[src/hw/rtl/ppr_pkg.sv]
`timescale 1ns / 1ps
// ----------------------------------------------------------------------------
// ppr_pkg: shared types, constants and functions
// Field widths, fixed-point formats, queue item layout and the semitone
// pitch-ratio functions of the portamento pitch ratio core.
// ----------------------------------------------------------------------------
package ppr_pkg;

    // Field widths
    localparam int KIND_W  = 1;
    localparam int NOTE_W  = 7;
    localparam int NUM_W   = 16;
    localparam int RATIO_W = 32;
    localparam int GLIDE_W = 16;
    localparam int RATE_W  = 18;

    // Configuration port
    localparam int CFG_IDX_W  = 1;
    localparam int CFG_DATA_W = 18;
    localparam logic [CFG_IDX_W-1:0] CFG_GLIDE_TIME  = 1'b0;
    localparam logic [CFG_IDX_W-1:0] CFG_SAMPLE_RATE = 1'b1;
    localparam logic [GLIDE_W-1:0]   GLIDE_TIME_RESET  = 16'd0;
    localparam logic [RATE_W-1:0]    SAMPLE_RATE_RESET = 18'd44100;

    // Item kinds
    localparam logic [KIND_W-1:0] KIND_NOTE_ON = 1'b0;
    localparam logic [KIND_W-1:0] KIND_BLOCK   = 1'b1;

    // Fixed-point formats
    localparam int RATIO_FRAC_BITS = 21;
    localparam int TABLE_FRAC_BITS = 30;
    localparam int SLOPE_FRAC_BITS = 24;
    localparam int GLIDE_FRAC_BITS = 12;
    localparam logic [RATIO_W-1:0] RATIO_ONE = RATIO_W'(1) << RATIO_FRAC_BITS;

    // Glide counter: glide_time * sample_rate >> 12 fits in 22 bits
    localparam int PROD_W  = GLIDE_W + RATE_W;
    localparam int COUNT_W = PROD_W - GLIDE_FRAC_BITS;
    localparam int REM_W   = 24;
    localparam int CNT_W   = $clog2(SLOPE_FRAC_BITS + 1);

    // Note register: -1 means no note yet
    localparam logic signed [7:0] NOTE_NONE = -8'sd1;

    // Queue between front and back
    localparam int QUEUE_DEPTH = 2;
    localparam int QPTR_W      = $clog2(QUEUE_DEPTH);
    localparam int QCNT_W      = $clog2(QUEUE_DEPTH + 1);

    // Pitch ratio shift: octave index 0..21 maps to octave -11..10
    localparam int SHIFT_BIAS = 11 + TABLE_FRAC_BITS - RATIO_FRAC_BITS;

    typedef struct packed {
        logic              is_block;
        logic [NOTE_W-1:0] note;
        logic [NUM_W-1:0]  num_samples;
    } item_t;

    typedef struct packed {
        logic  valid;
        item_t item;
    } queue_head_t;

    typedef struct packed {
        logic idle;
        logic emit;
    } back_status_t;

    // Octave index 0..21 and semitone step 0..11 of a pitch exponent
    typedef struct packed {
        logic [4:0] oct;
        logic [3:0] step;
    } pitch_idx_t;

    // 2^(step/12) in Q2.30
    function automatic logic [31:0] semitone_q30(input logic [3:0] step);
        logic [31:0] r;
        case (step)
            4'd0:    r = 32'd1073741824;
            4'd1:    r = 32'd1137589835;
            4'd2:    r = 32'd1205234447;
            4'd3:    r = 32'd1276901417;
            4'd4:    r = 32'd1352829926;
            4'd5:    r = 32'd1433273380;
            4'd6:    r = 32'd1518500250;
            4'd7:    r = 32'd1608794974;
            4'd8:    r = 32'd1704458901;
            4'd9:    r = 32'd1805811301;
            4'd10:   r = 32'd1913190429;
            4'd11:   r = 32'd2026954652;
            default: r = 32'd1073741824;
        endcase
        return r;
    endfunction

    // Split exponent e (signed -128..127) into octave index and semitone step
    function automatic pitch_idx_t pitch_index(input logic [7:0] e);
        logic [8:0]  t;
        logic [16:0] scaled;
        logic [8:0]  rest;
        pitch_idx_t  r;
        t      = {e[7], e} + 9'd132;
        // t / 12 by reciprocal multiply, exact for t < 260
        scaled = 17'(t) * 17'd171;
        r.oct  = scaled[15:11];
        rest   = t - 9'(r.oct) * 9'd12;
        r.step = rest[3:0];
        return r;
    endfunction

    // 2^(e/12) in ratio format from its split exponent, rounded half up, saturated
    function automatic logic [RATIO_W-1:0] pitch_scale(input pitch_idx_t idx);
        logic [31:0] base;
        logic [4:0]  amt;
        logic [39:0] v;
        base = semitone_q30(idx.step);
        if (idx.oct >= 5'(SHIFT_BIAS)) begin
            amt = idx.oct - 5'(SHIFT_BIAS);
            v   = 40'(base) << amt;
        end
        else begin
            amt = 5'(SHIFT_BIAS) - idx.oct;
            v   = (40'(base) + (40'd1 << (amt - 5'd1))) >> amt;
        end
        return (v > 40'hFFFF_FFFF) ? 32'hFFFF_FFFF : v[31:0];
    endfunction

endpackage

[src/hw/rtl/ppr_in_if.sv]
`timescale 1ns / 1ps
// ----------------------------------------------------------------------------
// ppr_in_if: input item channel
// Valid/ready channel carrying item kind, note number and block length.
// ----------------------------------------------------------------------------
interface ppr_in_if;
    logic                        valid;
    logic                        ready;
    logic [ppr_pkg::KIND_W-1:0]  kind;
    logic [ppr_pkg::NOTE_W-1:0]  note;
    logic [ppr_pkg::NUM_W-1:0]   num_samples;

    modport source (output valid, output kind, output note, output num_samples,
                    input ready);
    modport sink   (input valid, input kind, input note, input num_samples,
                    output ready);
endinterface

[src/hw/rtl/ppr_out_if.sv]
`timescale 1ns / 1ps
// ----------------------------------------------------------------------------
// ppr_out_if: result channel
// Valid/ready channel carrying the glide pitch ratio.
// ----------------------------------------------------------------------------
interface ppr_out_if;
    logic                        valid;
    logic                        ready;
    logic [ppr_pkg::RATIO_W-1:0] glide_ratio;

    modport source (output valid, output glide_ratio, input ready);
    modport sink   (input valid, input glide_ratio, output ready);
endinterface

[src/hw/rtl/ppr_front.sv]
`timescale 1ns / 1ps
// ----------------------------------------------------------------------------
// ppr_front: input stage and item queue
// Accepts input transfers, tags each as note-on or block request and
// holds them in a two-entry queue for the execution back end.
// ----------------------------------------------------------------------------
module ppr_front
(
    input  logic                 clk,
    input  logic                 rst_n,
    ppr_in_if.sink               in_ch,
    output ppr_pkg::queue_head_t head,
    input  logic                 pop
);

    ppr_pkg::item_t                 slot_reg [ppr_pkg::QUEUE_DEPTH];
    logic [ppr_pkg::QPTR_W-1:0]     wr_ptr_reg, wr_ptr_next;
    logic [ppr_pkg::QPTR_W-1:0]     rd_ptr_reg, rd_ptr_next;
    logic [ppr_pkg::QCNT_W-1:0]     count_reg, count_next;
    logic                           push;
    logic                           do_pop;
    ppr_pkg::item_t                 new_item;

    // Classify the incoming item
    always_comb
    begin
        new_item.is_block    = (in_ch.kind == ppr_pkg::KIND_BLOCK);
        new_item.note        = in_ch.note;
        new_item.num_samples = in_ch.num_samples;
    end

    assign in_ch.ready = (count_reg != ppr_pkg::QCNT_W'(ppr_pkg::QUEUE_DEPTH));
    assign push        = in_ch.valid && in_ch.ready;
    assign do_pop      = pop && (count_reg != '0);

    // Queue pointers and fill count
    always_comb
    begin
        wr_ptr_next = push   ? wr_ptr_reg + 1'b1 : wr_ptr_reg;
        rd_ptr_next = do_pop ? rd_ptr_reg + 1'b1 : rd_ptr_reg;
        count_next  = count_reg;
        if (push && !do_pop)
        begin
            count_next = count_reg + 1'b1;
        end
        else if (!push && do_pop)
        begin
            count_next = count_reg - 1'b1;
        end
    end

    always_ff @(posedge clk or negedge rst_n)
    begin
        if (!rst_n)
        begin
            wr_ptr_reg <= '0;
            rd_ptr_reg <= '0;
            count_reg  <= '0;
        end
        else
        begin
            wr_ptr_reg <= wr_ptr_next;
            rd_ptr_reg <= rd_ptr_next;
            count_reg  <= count_next;
        end
    end

    // Queue storage
    always_ff @(posedge clk)
    begin
        if (push)
        begin
            slot_reg[wr_ptr_reg] <= new_item;
        end
    end

    assign head.valid = (count_reg != '0);
    assign head.item  = slot_reg[rd_ptr_reg];

endmodule

[src/hw/rtl/ppr_back.sv]
`timescale 1ns / 1ps
// ----------------------------------------------------------------------------
// ppr_back: glide execution engine
// Holds the note and glide state, serves note-on and block items from the
// queue with a radix-2 slope divider, a slope multiplier and a glide-length multiplier, and owns the
// result output register.
// ----------------------------------------------------------------------------
module ppr_back
(
    input  logic                          clk,
    input  logic                          rst_n,
    input  logic [ppr_pkg::GLIDE_W-1:0]   glide_time,
    input  logic [ppr_pkg::RATE_W-1:0]    sample_rate,
    input  ppr_pkg::queue_head_t          head,
    output logic                          pop,
    output ppr_pkg::back_status_t         status,
    ppr_out_if.source                     out_ch
);

    typedef enum logic [7:0] {
        S_IDLE  = 8'b00000001,
        S_NOTE  = 8'b00000010,
        S_PITCH = 8'b00000100,
        S_CHECK = 8'b00001000,
        S_DIV   = 8'b00010000,
        S_MUL   = 8'b00100000,
        S_APPLY = 8'b01000000,
        S_EMIT  = 8'b10000000
    } state_t;

    localparam int QUOT_W = ppr_pkg::SLOPE_FRAC_BITS;
    localparam int MUL_W  = ppr_pkg::RATIO_W + QUOT_W;

    state_t                              state_reg, state_next;
    logic signed [7:0]                   cur_note_reg, cur_note_next;
    logic signed [7:0]                   prev_note_reg, prev_note_next;
    logic [ppr_pkg::RATIO_W-1:0]         start_ratio_reg, start_ratio_next;
    logic signed [ppr_pkg::REM_W-1:0]    remaining_reg, remaining_next;
    logic [ppr_pkg::CNT_W-1:0]           step_cnt_reg, step_cnt_next;
    logic                                out_valid_reg, out_valid_next;

    ppr_pkg::item_t                      item_reg, item_next;
    ppr_pkg::pitch_idx_t                 pitch_idx_reg, pitch_idx_next;
    logic [ppr_pkg::COUNT_W-1:0]         part_reg, part_next;
    logic [ppr_pkg::COUNT_W-1:0]         divisor_reg, divisor_next;
    logic [QUOT_W-1:0]                   quot_reg, quot_next;
    logic [MUL_W-1:0]                    prod_reg, prod_next;
    logic [ppr_pkg::RATIO_W-1:0]         result_reg, result_next;
    logic [ppr_pkg::RATIO_W-1:0]         out_data_reg, out_data_next;

    logic [8:0]                          note_diff;
    logic [8:0]                          neg_diff;
    logic [ppr_pkg::PROD_W-1:0]          glide_prod;
    logic                                unity_hold;
    logic [25:0]                         num_x10;
    logic [25:0]                         rem_x9;
    logic [ppr_pkg::COUNT_W+1:0]         trial;
    logic                                ratio_up;
    logic [ppr_pkg::RATIO_W-1:0]         ratio_diff;
    logic [ppr_pkg::RATIO_W-1:0]         delta;
    logic                                out_free;

    // Datapath terms
    always_comb
    begin
        note_diff  = {2'b00, item_reg.note} - {cur_note_reg[7], cur_note_reg};
        neg_diff   = 9'd0 - note_diff;
        glide_prod = ppr_pkg::PROD_W'(glide_time) * ppr_pkg::PROD_W'(sample_rate);
        unity_hold = (remaining_reg <= 24'sd0) || (prev_note_reg == ppr_pkg::NOTE_NONE)
                     || (glide_time == '0);
        num_x10    = 26'(item_reg.num_samples) * 26'd10;
        rem_x9     = 26'(remaining_reg[ppr_pkg::COUNT_W-1:0]) * 26'd9;
        trial      = {1'b0, part_reg, 1'b0} - {2'b00, divisor_reg};
        ratio_up   = (start_ratio_reg >= ppr_pkg::RATIO_ONE);
        ratio_diff = ratio_up ? start_ratio_reg - ppr_pkg::RATIO_ONE
                              : ppr_pkg::RATIO_ONE - start_ratio_reg;
        delta      = prod_reg[QUOT_W +: ppr_pkg::RATIO_W];
        out_free   = !out_valid_reg || out_ch.ready;
    end

    // Sequencer
    always_comb
    begin
        state_next       = state_reg;
        cur_note_next    = cur_note_reg;
        prev_note_next   = prev_note_reg;
        start_ratio_next = start_ratio_reg;
        remaining_next   = remaining_reg;
        step_cnt_next    = step_cnt_reg;
        out_valid_next   = out_valid_reg;
        item_next        = item_reg;
        pitch_idx_next   = pitch_idx_reg;
        part_next        = part_reg;
        divisor_next     = divisor_reg;
        quot_next        = quot_reg;
        prod_next        = prod_reg;
        result_next      = result_reg;
        out_data_next    = out_data_reg;
        pop              = 1'b0;

        // Result register drains on a completed output transfer
        if (out_valid_reg && out_ch.ready)
        begin
            out_valid_next = 1'b0;
        end

        case (state_reg)
            S_IDLE:
            begin
                if (head.valid)
                begin
                    pop        = 1'b1;
                    item_next  = head.item;
                    state_next = head.item.is_block ? S_CHECK : S_NOTE;
                end
            end
            S_NOTE:
            begin
                prev_note_next = cur_note_reg;
                cur_note_next  = signed'({1'b0, item_reg.note});
                pitch_idx_next = ppr_pkg::pitch_index(neg_diff[7:0]);
                if (note_diff == '0)
                begin
                    remaining_next = '0;
                end
                else
                begin
                    remaining_next = signed'({2'b00,
                        glide_prod[ppr_pkg::PROD_W-1:ppr_pkg::GLIDE_FRAC_BITS]});
                end
                state_next = S_PITCH;
            end
            S_PITCH:
            begin
                // Table lookup and octave shift of the split exponent
                start_ratio_next = ppr_pkg::pitch_scale(pitch_idx_reg);
                state_next       = S_IDLE;
            end
            S_CHECK:
            begin
                if (unity_hold)
                begin
                    result_next = ppr_pkg::RATIO_ONE;
                    state_next  = S_EMIT;
                end
                else
                begin
                    remaining_next = remaining_reg
                                     - signed'({8'b0, item_reg.num_samples});
                    // Slope at or above 0.9 snaps straight to unity
                    if (num_x10 >= rem_x9)
                    begin
                        result_next = ppr_pkg::RATIO_ONE;
                        state_next  = S_EMIT;
                    end
                    else
                    begin
                        part_next     = ppr_pkg::COUNT_W'(item_reg.num_samples);
                        divisor_next  = remaining_reg[ppr_pkg::COUNT_W-1:0];
                        quot_next     = '0;
                        step_cnt_next = ppr_pkg::CNT_W'(QUOT_W);
                        state_next    = S_DIV;
                    end
                end
            end
            S_DIV:
            begin
                // One quotient bit per cycle, restoring division
                if (!trial[ppr_pkg::COUNT_W+1])
                begin
                    part_next = trial[ppr_pkg::COUNT_W-1:0];
                    quot_next = {quot_reg[QUOT_W-2:0], 1'b1};
                end
                else
                begin
                    part_next = {part_reg[ppr_pkg::COUNT_W-2:0], 1'b0};
                    quot_next = {quot_reg[QUOT_W-2:0], 1'b0};
                end
                step_cnt_next = step_cnt_reg - 1'b1;
                if (step_cnt_reg == ppr_pkg::CNT_W'(1))
                begin
                    state_next = S_MUL;
                end
            end
            S_MUL:
            begin
                prod_next  = MUL_W'(ratio_diff) * MUL_W'(quot_reg);
                state_next = S_APPLY;
            end
            S_APPLY:
            begin
                result_next = ratio_up ? start_ratio_reg - delta : start_ratio_reg + delta;
                state_next  = S_EMIT;
            end
            S_EMIT:
            begin
                if (out_free)
                begin
                    out_valid_next = 1'b1;
                    out_data_next  = result_reg;
                    state_next     = S_IDLE;
                end
            end
            default:
            begin
                state_next = S_IDLE;
            end
        endcase
    end

    // Control and glide state
    always_ff @(posedge clk or negedge rst_n)
    begin
        if (!rst_n)
        begin
            state_reg       <= S_IDLE;
            cur_note_reg    <= ppr_pkg::NOTE_NONE;
            prev_note_reg   <= ppr_pkg::NOTE_NONE;
            start_ratio_reg <= '0;
            remaining_reg   <= '0;
            step_cnt_reg    <= '0;
            out_valid_reg   <= 1'b0;
        end
        else
        begin
            state_reg       <= state_next;
            cur_note_reg    <= cur_note_next;
            prev_note_reg   <= prev_note_next;
            start_ratio_reg <= start_ratio_next;
            remaining_reg   <= remaining_next;
            step_cnt_reg    <= step_cnt_next;
            out_valid_reg   <= out_valid_next;
        end
    end

    // Payload registers
    always_ff @(posedge clk)
    begin
        item_reg      <= item_next;
        pitch_idx_reg <= pitch_idx_next;
        part_reg      <= part_next;
        divisor_reg   <= divisor_next;
        quot_reg      <= quot_next;
        prod_reg      <= prod_next;
        result_reg    <= result_next;
        out_data_reg  <= out_data_next;
    end

    assign status.idle        = (state_reg == S_IDLE);
    assign status.emit        = (state_reg == S_EMIT);
    assign out_ch.valid       = out_valid_reg;
    assign out_ch.glide_ratio = out_data_reg;

endmodule

[src/hw/rtl/portamento_pitch_ratio_core.sv]
`timescale 1ns / 1ps
// ----------------------------------------------------------------------------
// portamento_pitch_ratio_core: portamento glide pitch-ratio generator
// Note-on items load a semitone ratio and a glide length; block requests
// return the pitch multiplier for one audio block, in unsigned Q11.21.
// ----------------------------------------------------------------------------
//   Channel   Dir  Handshake       Payload
//   in_ch     in   valid / ready   kind, note, num_samples
//   out_ch    out  valid / ready   glide_ratio
//   cfg       in   cfg_we          cfg_index, cfg_wdata
//
// Note-on: no result; the note step updates the note state, then the ratio
// table lookup in the pitch step finishes the update.
// Block request: a unity result is emitted straight from the check; otherwise
// the radix-2 slope divider, the multiply and the apply steps come first.
// Items are served one at a time from a two-entry queue; input transfers
// continue while a result waits in the output register.
// Reset (rst_n, async, active low) clears notes to none, the glide count,
// the queue and the output register; glide_time to 0, sample_rate to 44100.
// ----------------------------------------------------------------------------
module portamento_pitch_ratio_core
(
    input  logic                               clk,
    input  logic                               rst_n,
    ppr_in_if.sink                             in_ch,
    ppr_out_if.source                          out_ch,
    input  logic                               cfg_we,
    input  logic [ppr_pkg::CFG_IDX_W-1:0]      cfg_index,
    input  logic [ppr_pkg::CFG_DATA_W-1:0]     cfg_wdata
);

    logic [ppr_pkg::GLIDE_W-1:0]  glide_time_reg;
    logic [ppr_pkg::RATE_W-1:0]   sample_rate_reg;
    ppr_pkg::queue_head_t         head;
    logic                         pop;
    ppr_pkg::back_status_t        back_status;

    // Configuration registers
    always_ff @(posedge clk or negedge rst_n)
    begin
        if (!rst_n)
        begin
            glide_time_reg  <= ppr_pkg::GLIDE_TIME_RESET;
            sample_rate_reg <= ppr_pkg::SAMPLE_RATE_RESET;
        end
        else if (cfg_we)
        begin
            case (cfg_index)
                ppr_pkg::CFG_GLIDE_TIME:  glide_time_reg  <= cfg_wdata[ppr_pkg::GLIDE_W-1:0];
                ppr_pkg::CFG_SAMPLE_RATE: sample_rate_reg <= cfg_wdata[ppr_pkg::RATE_W-1:0];
                default:                  ;
            endcase
        end
    end

    ppr_front u_front
    (
        .clk   (clk),
        .rst_n (rst_n),
        .in_ch (in_ch),
        .head  (head),
        .pop   (pop)
    );

    ppr_back u_back
    (
        .clk         (clk),
        .rst_n       (rst_n),
        .glide_time  (glide_time_reg),
        .sample_rate (sample_rate_reg),
        .head        (head),
        .pop         (pop),
        .status      (back_status),
        .out_ch      (out_ch)
    );

    // The back end only takes from a non-empty queue
    assert property (@(posedge clk) disable iff (!rst_n) pop |-> head.valid)
        else $error("pop from empty queue");

    // Items leave the queue only while the back end is idle
    assert property (@(posedge clk) disable iff (!rst_n) pop |-> back_status.idle)
        else $error("pop while back end busy");

    // A result appears only out of the emit step
    assert property (@(posedge clk) disable iff (!rst_n)
                     $rose(out_ch.valid) |-> $past(back_status.emit))
        else $error("result without emit step");

endmodule

[src/flat_wrapper.sv]
// flat-port wrapper written by rule: the top's interface ports become plain ports
module portamento_pitch_ratio_core_flat 
  (clk, rst_n, cfg_we, cfg_index, cfg_wdata, in_ch_valid, in_ch_kind, in_ch_note, in_ch_num_samples, in_ch_ready, out_ch_valid, out_ch_glide_ratio, out_ch_ready);
  ppr_in_if in_ch_i ();
  ppr_out_if out_ch_i ();
  input  logic clk;
  input  logic rst_n;
  input  logic cfg_we;
  input  logic [ppr_pkg::CFG_IDX_W-1:0] cfg_index;
  input  logic [ppr_pkg::CFG_DATA_W-1:0] cfg_wdata;
  input wire logic [$bits(in_ch_i.valid)-1:0] in_ch_valid;
  input wire logic [$bits(in_ch_i.kind)-1:0] in_ch_kind;
  input wire logic [$bits(in_ch_i.note)-1:0] in_ch_note;
  input wire logic [$bits(in_ch_i.num_samples)-1:0] in_ch_num_samples;
  output wire logic [$bits(in_ch_i.ready)-1:0] in_ch_ready;
  output wire logic [$bits(out_ch_i.valid)-1:0] out_ch_valid;
  output wire logic [$bits(out_ch_i.glide_ratio)-1:0] out_ch_glide_ratio;
  input wire logic [$bits(out_ch_i.ready)-1:0] out_ch_ready;
  assign in_ch_i.valid = in_ch_valid;
  assign in_ch_i.kind = in_ch_kind;
  assign in_ch_i.note = in_ch_note;
  assign in_ch_i.num_samples = in_ch_num_samples;
  assign in_ch_ready = in_ch_i.ready;
  assign out_ch_valid = out_ch_i.valid;
  assign out_ch_glide_ratio = out_ch_i.glide_ratio;
  assign out_ch_i.ready = out_ch_ready;
  portamento_pitch_ratio_core u_core (.clk(clk), .rst_n(rst_n), .in_ch(in_ch_i), .out_ch(out_ch_i), .cfg_we(cfg_we), .cfg_index(cfg_index), .cfg_wdata(cfg_wdata));
endmodule
[config.mk]
export PLATFORM = sky130hd
export DESIGN_NAME = portamento_pitch_ratio_core_flat
export DESIGN_NICKNAME = d
export VERILOG_FILES = /design/src/hw/rtl/ppr_pkg.sv /design/src/hw/rtl/ppr_in_if.sv /design/src/hw/rtl/ppr_out_if.sv /design/src/hw/rtl/ppr_front.sv /design/src/hw/rtl/ppr_back.sv /design/src/hw/rtl/portamento_pitch_ratio_core.sv /design/src/flat_wrapper.sv
export SDC_FILE = /design/constraint.sdc
export NUM_CORES = 2
export LEC_CHECK = 0
export ABC_AREA = 1
export BUFFER_PORTS_ARGS = -buffer_cell sky130_fd_sc_hd__buf_2
export CAP_MARGIN = 20
export CORE_MARGIN = 2
export CORE_UTILIZATION = 45
export DETAILED_ROUTE_END_ITERATION = 16
export PLACE_DENSITY = 0.72
export SYNTH_ARGS = -nofsm -noshare
export SYNTH_HDL_FRONTEND = slang
export SYNTH_HIERARCHICAL = 1
export SYNTH_SLANG_ARGS = --single-unit
[constraint.sdc]
create_clock -name clk -period 14.3 [get_ports clk]
set_input_delay 0 -clock clk [delete_from_list [all_inputs] [get_ports clk]]
set_output_delay 0 -clock clk [all_outputs]
set_load 0.02 [all_outputs]
==> out/summary.json <==
{
  "route": {
    "wl_mm": 191,
    "avgRoutedWirePerCell_um": 19.3,
    "drt_first_pass_iters": 8,
    "detailroute.via_count": 53903,
    "number_of_design_rule_violations_left_after_detail_routing": 0,
    "via_per_inst": 5.42,
    "antenna_violating_nets_post_route": 0,
    "initialDrtViolationCount": 4749
  },
  "critical_path": {
    "timing.critical_path.to": "u_core/u_back/prod_reg[46]",
    "r2r-end": "u_core/u_back/prod_reg[46]",
    "largest_stage_delay_worst_path_ns": 0.64,
    "timing.reg2reg.setup_slack_ns": 4.79,
    "cp.required_ns": 14.66,
    "worst-r2r-cell-count": 33,
    "critical_path_arrival_ns": 9.87,
    "r2r-start": "u_core/u_back/start_ratio_reg[23]",
    "critical_path_class": "reg -> reg",
    "timing.critical_path.fanout_max": 43,
    "end_kind": "register",
    "crit_start": "u_core/u_back/start_ratio_reg[23]",
    "worstSetupStartpointType": "register",
    "crit_path_top_delay_cell": "sky130_fd_sc_hd__nand2_1"
  },
  "finish": {
    "drive_gt1_share_pct": 4.25,
    "area_growth_from_synthesis_to_layout_pct": 6.65,
    "sequential_cell_area_mm2": 0.0111,
    "area_occupied_by_multi_input_gates_mm2": 0.0447,
    "largest_reg_flops": 48,
    "fill_cells": 13390,
    "nNetsFinal": 9510
  },
  "floorplan": {
    "fp_rows": 137,
    "core_area_mm2": 0.139,
    "die_h_um": 379,
    "design.die.area_mm2": 0.143,
    "initial_core_util_pct": 45.3,
    "boundaryPins": 82,
    "die_w_um": 379
  },
  "sta": {
    "worst_slew_pin_slew_ns": 1.11,
    "grt_setup_unrepaired": "false",
    "setup_viol": 0,
    "min_tclk_post_route_ns": 9.51,
    "min_period_over_period_pct": 66.5,
    "maxClockFrequency_mhz": 105,
    "relSlewSlack_pct": 26.2,
    "timing.final.hold_violations": 0,
    "finClkSkew_ns": 0.0397,
    "setup_total_negative_slack_ns": 0,
    "finalMaxSlewViolations": 0
  },
  "grt": {
    "grt_antenna_before_repair": 3,
    "grt_pass1_wl_mm": 300,
    "grt_usage_pct": 26.7,
    "overflow": 0,
    "via_count_of_the_first_global_routing_pass": 54587,
    "grt_max_degree": 81
  },
  "flow_run": {
    "max_cap_viol_count": 0
  },
  "synthesis": {
    "number_of_enable_flip_flop_cells_after_synthesis": 244,
    "yosys_warnings": 6,
    "synth-seq-area-share_pct": 17.5,
    "flop_and_latch_count_out_of_synthesis": 398,
    "yosysUniqueCellTypes": 70,
    "yosys.area.top_type": "sky130_fd_sc_hd__fa_1",
    "syn_nets": 9547,
    "synth_area_leaders": "sky130_fd_sc_hd__fa_1 28%, sky130_fd_sc_hd__edfxtp_1 12%, sky130_fd_sc_hd__ha_1 11%",
    "ys_async_sr_fraction_pct": 31.2,
    "syn-mean-instance-area_um2": 7.83,
    "synth_cells": 8062,
    "dominantRegCellSynth": "sky130_fd_sc_hd__edfxtp_1",
    "synth_area_mm2": 0.0632,
    "synth_top_area_share_pct": 28.5
  },
  "clock_network": {
    "clock_latency_ns": 0.64,
    "cts_made_buffers": 46,
    "sink_count": 398,
    "ctsLongestPathBuffers": 3,
    "cts.clk_slew.worst_paths_ns": 0.06,
    "cts-htree-levels": 2,
    "tritoncts": "done",
    "cts_resized": 0,
    "clk_root_buffer_cell": "sky130_fd_sc_hd__clkbuf_16"
  },
  "run_status": {
    "run_status": "finished, final reports clean"
  },
  "place": {
    "gpl.final_weighted_congestion": 1.00,
    "numPortBuffers": 81,
    "dpl.hpwl_mm": 153
  },
  "min_path": {
    "holdCritPathClass": "in -> reg"
  }
}
[cells in the mapped netlist (66+ instances only)]
cell,n
sky130_fd_sc_hd__o21ai_0,346
sky130_fd_sc_hd__ha_1,538
sky130_fd_sc_hd__clkbuf_1,239
sky130_fd_sc_hd__dfrtp_1,101
sky130_fd_sc_hd__nand3_1,394
sky130_fd_sc_hd__nand2_1,1739
sky130_fd_sc_hd__xnor2_1,66
sky130_fd_sc_hd__xor2_1,111
sky130_fd_sc_hd__a21oi_1,411
sky130_fd_sc_hd__fa_1,899
sky130_fd_sc_hd__inv_1,1589
sky130_fd_sc_hd__edfxtp_1,244
sky130_fd_sc_hd__nor2_1,788
[kinds of logic (layout without fill, tap and decap cells)]
kind of cell / after synthesis / in the layout / synth area share (%)
AND/OR/NAND/NOR: 3129 / 3129 / 20.3
buffers and inverters: 1925 / 1925 / 11.7
multiplexers: 9 / 9 / 0.143
other: 0 / 1 / 0
AO/OA/AOI/OAI: 986 / 986 / 8.66
adder cells (fa/ha/maj): 1437 / 1437 / 39.2
flip-flops: 398 / 398 / 17.5
XOR/XNOR: 178 / 178 / 2.48
[layer usage]
metal	GRT usage, %	wire length, um
met5	0	17
met4	10.3	8010
met3	4.71	16200
met2	43.6	88200
met1	35.4	78900
[critical path, delay by kind of cell, from the launching register on]
kind	cells	cell delay (ns)
AOI/OAI and AO/OA	6	1.26
adders and majority gates	8	3.59
buffers and inverters	9	1.87
DFF	1	0.44
and+or+nand+nor	10	2.04
[cell type report]
class / instances / area share [%]
well taps: 1876 / 3.48
inverters: 1618 / 9.03
clock inverters: 23 / 0.273
diodes: 1 / 0.00371
multi-input cells: 5739 / 66.4
flip-flops and latches: 398 / 16.4
repair buffers: 222 / 2.48
clock buffers: 62 / 1.90
[worst min path at each step]
stage | start | end | slack (ns) | cells after the start
final | in_ch_num_samples[13] | u_core/u_front/slot_reg[1][13] | 0.08 | 2
after global routing | in_ch_num_samples[13] | u_core/u_front/slot_reg[1][13] | 0.07 | 2
after CTS | in_ch_num_samples[14] | u_core/u_front/slot_reg[1][14] | 0.05 | 2
after detailed placement | rst_n | u_core/glide_time_reg[10] | 0.11 | 1
after global placement | rst_n | u_core/glide_time_reg[10] | 0.10 | 1
after floorplan | rst_n | u_core/glide_time_reg[0] | -0.30 | 0
[repair_timing]
item                                    4_1_cts  5_1_grt
setup buffers                                 0        0
endpoints found under the setup margin        0        0
endpoints found under the hold margin       208        0
hold buffers                                 70        0
[metrics by stage]
stage / hold slack [ns] / cells / area [um2] / setup slack [ns] / utilization [%]
floorplan: -0.296 / 8062 / 63200 / 6.58 / -
global placement: 0.102 / 9781 / 65200 / 5.13 / 46.8
detailed placement: 0.105 / 9781 / 65200 / 4.93 / 46.8
CTS: 0.0480 / 9936 / 67300 / 4.88 / 48.3
global route: 0.0743 / 9938 / 67400 / 4.23 / 48.3
finish: 0.0848 / 9939 / 67400 / 4.79 / 48.3
[placed cells by master (no fill, tap or decap), drive strengths merged, types with 8 or more instances in the layout]
cell type	Yosys	routed
nand2	1763	1763
inv	1604	1610
fa	899	899
nor2	791	791
ha	538	538
a21oi	411	411
nand3	402	402
o21ai	352	352
edfxtp	244	244
buf	64	153
xor2	112	112
dfrtp	101	101
dlygate4sd3	0	69
xnor2	66	66
clkbuf	243	62
a31oi	56	56
nor3	54	54
nand4	44	44
o21a	43	43
nor4	32	32
dfxtp	30	30
clkinv	14	27
or2	24	24
dfstp	23	23
o21bai	23	23
o211ai	21	21
a21o	18	18
a21boi	12	12
mux2i	9	9
a22oi	9	9
nand3b	8	8
Power is left out: the tool's default activity adds up to more than one toggle a clock period on the data nets, which glitch-free logic cannot reach.
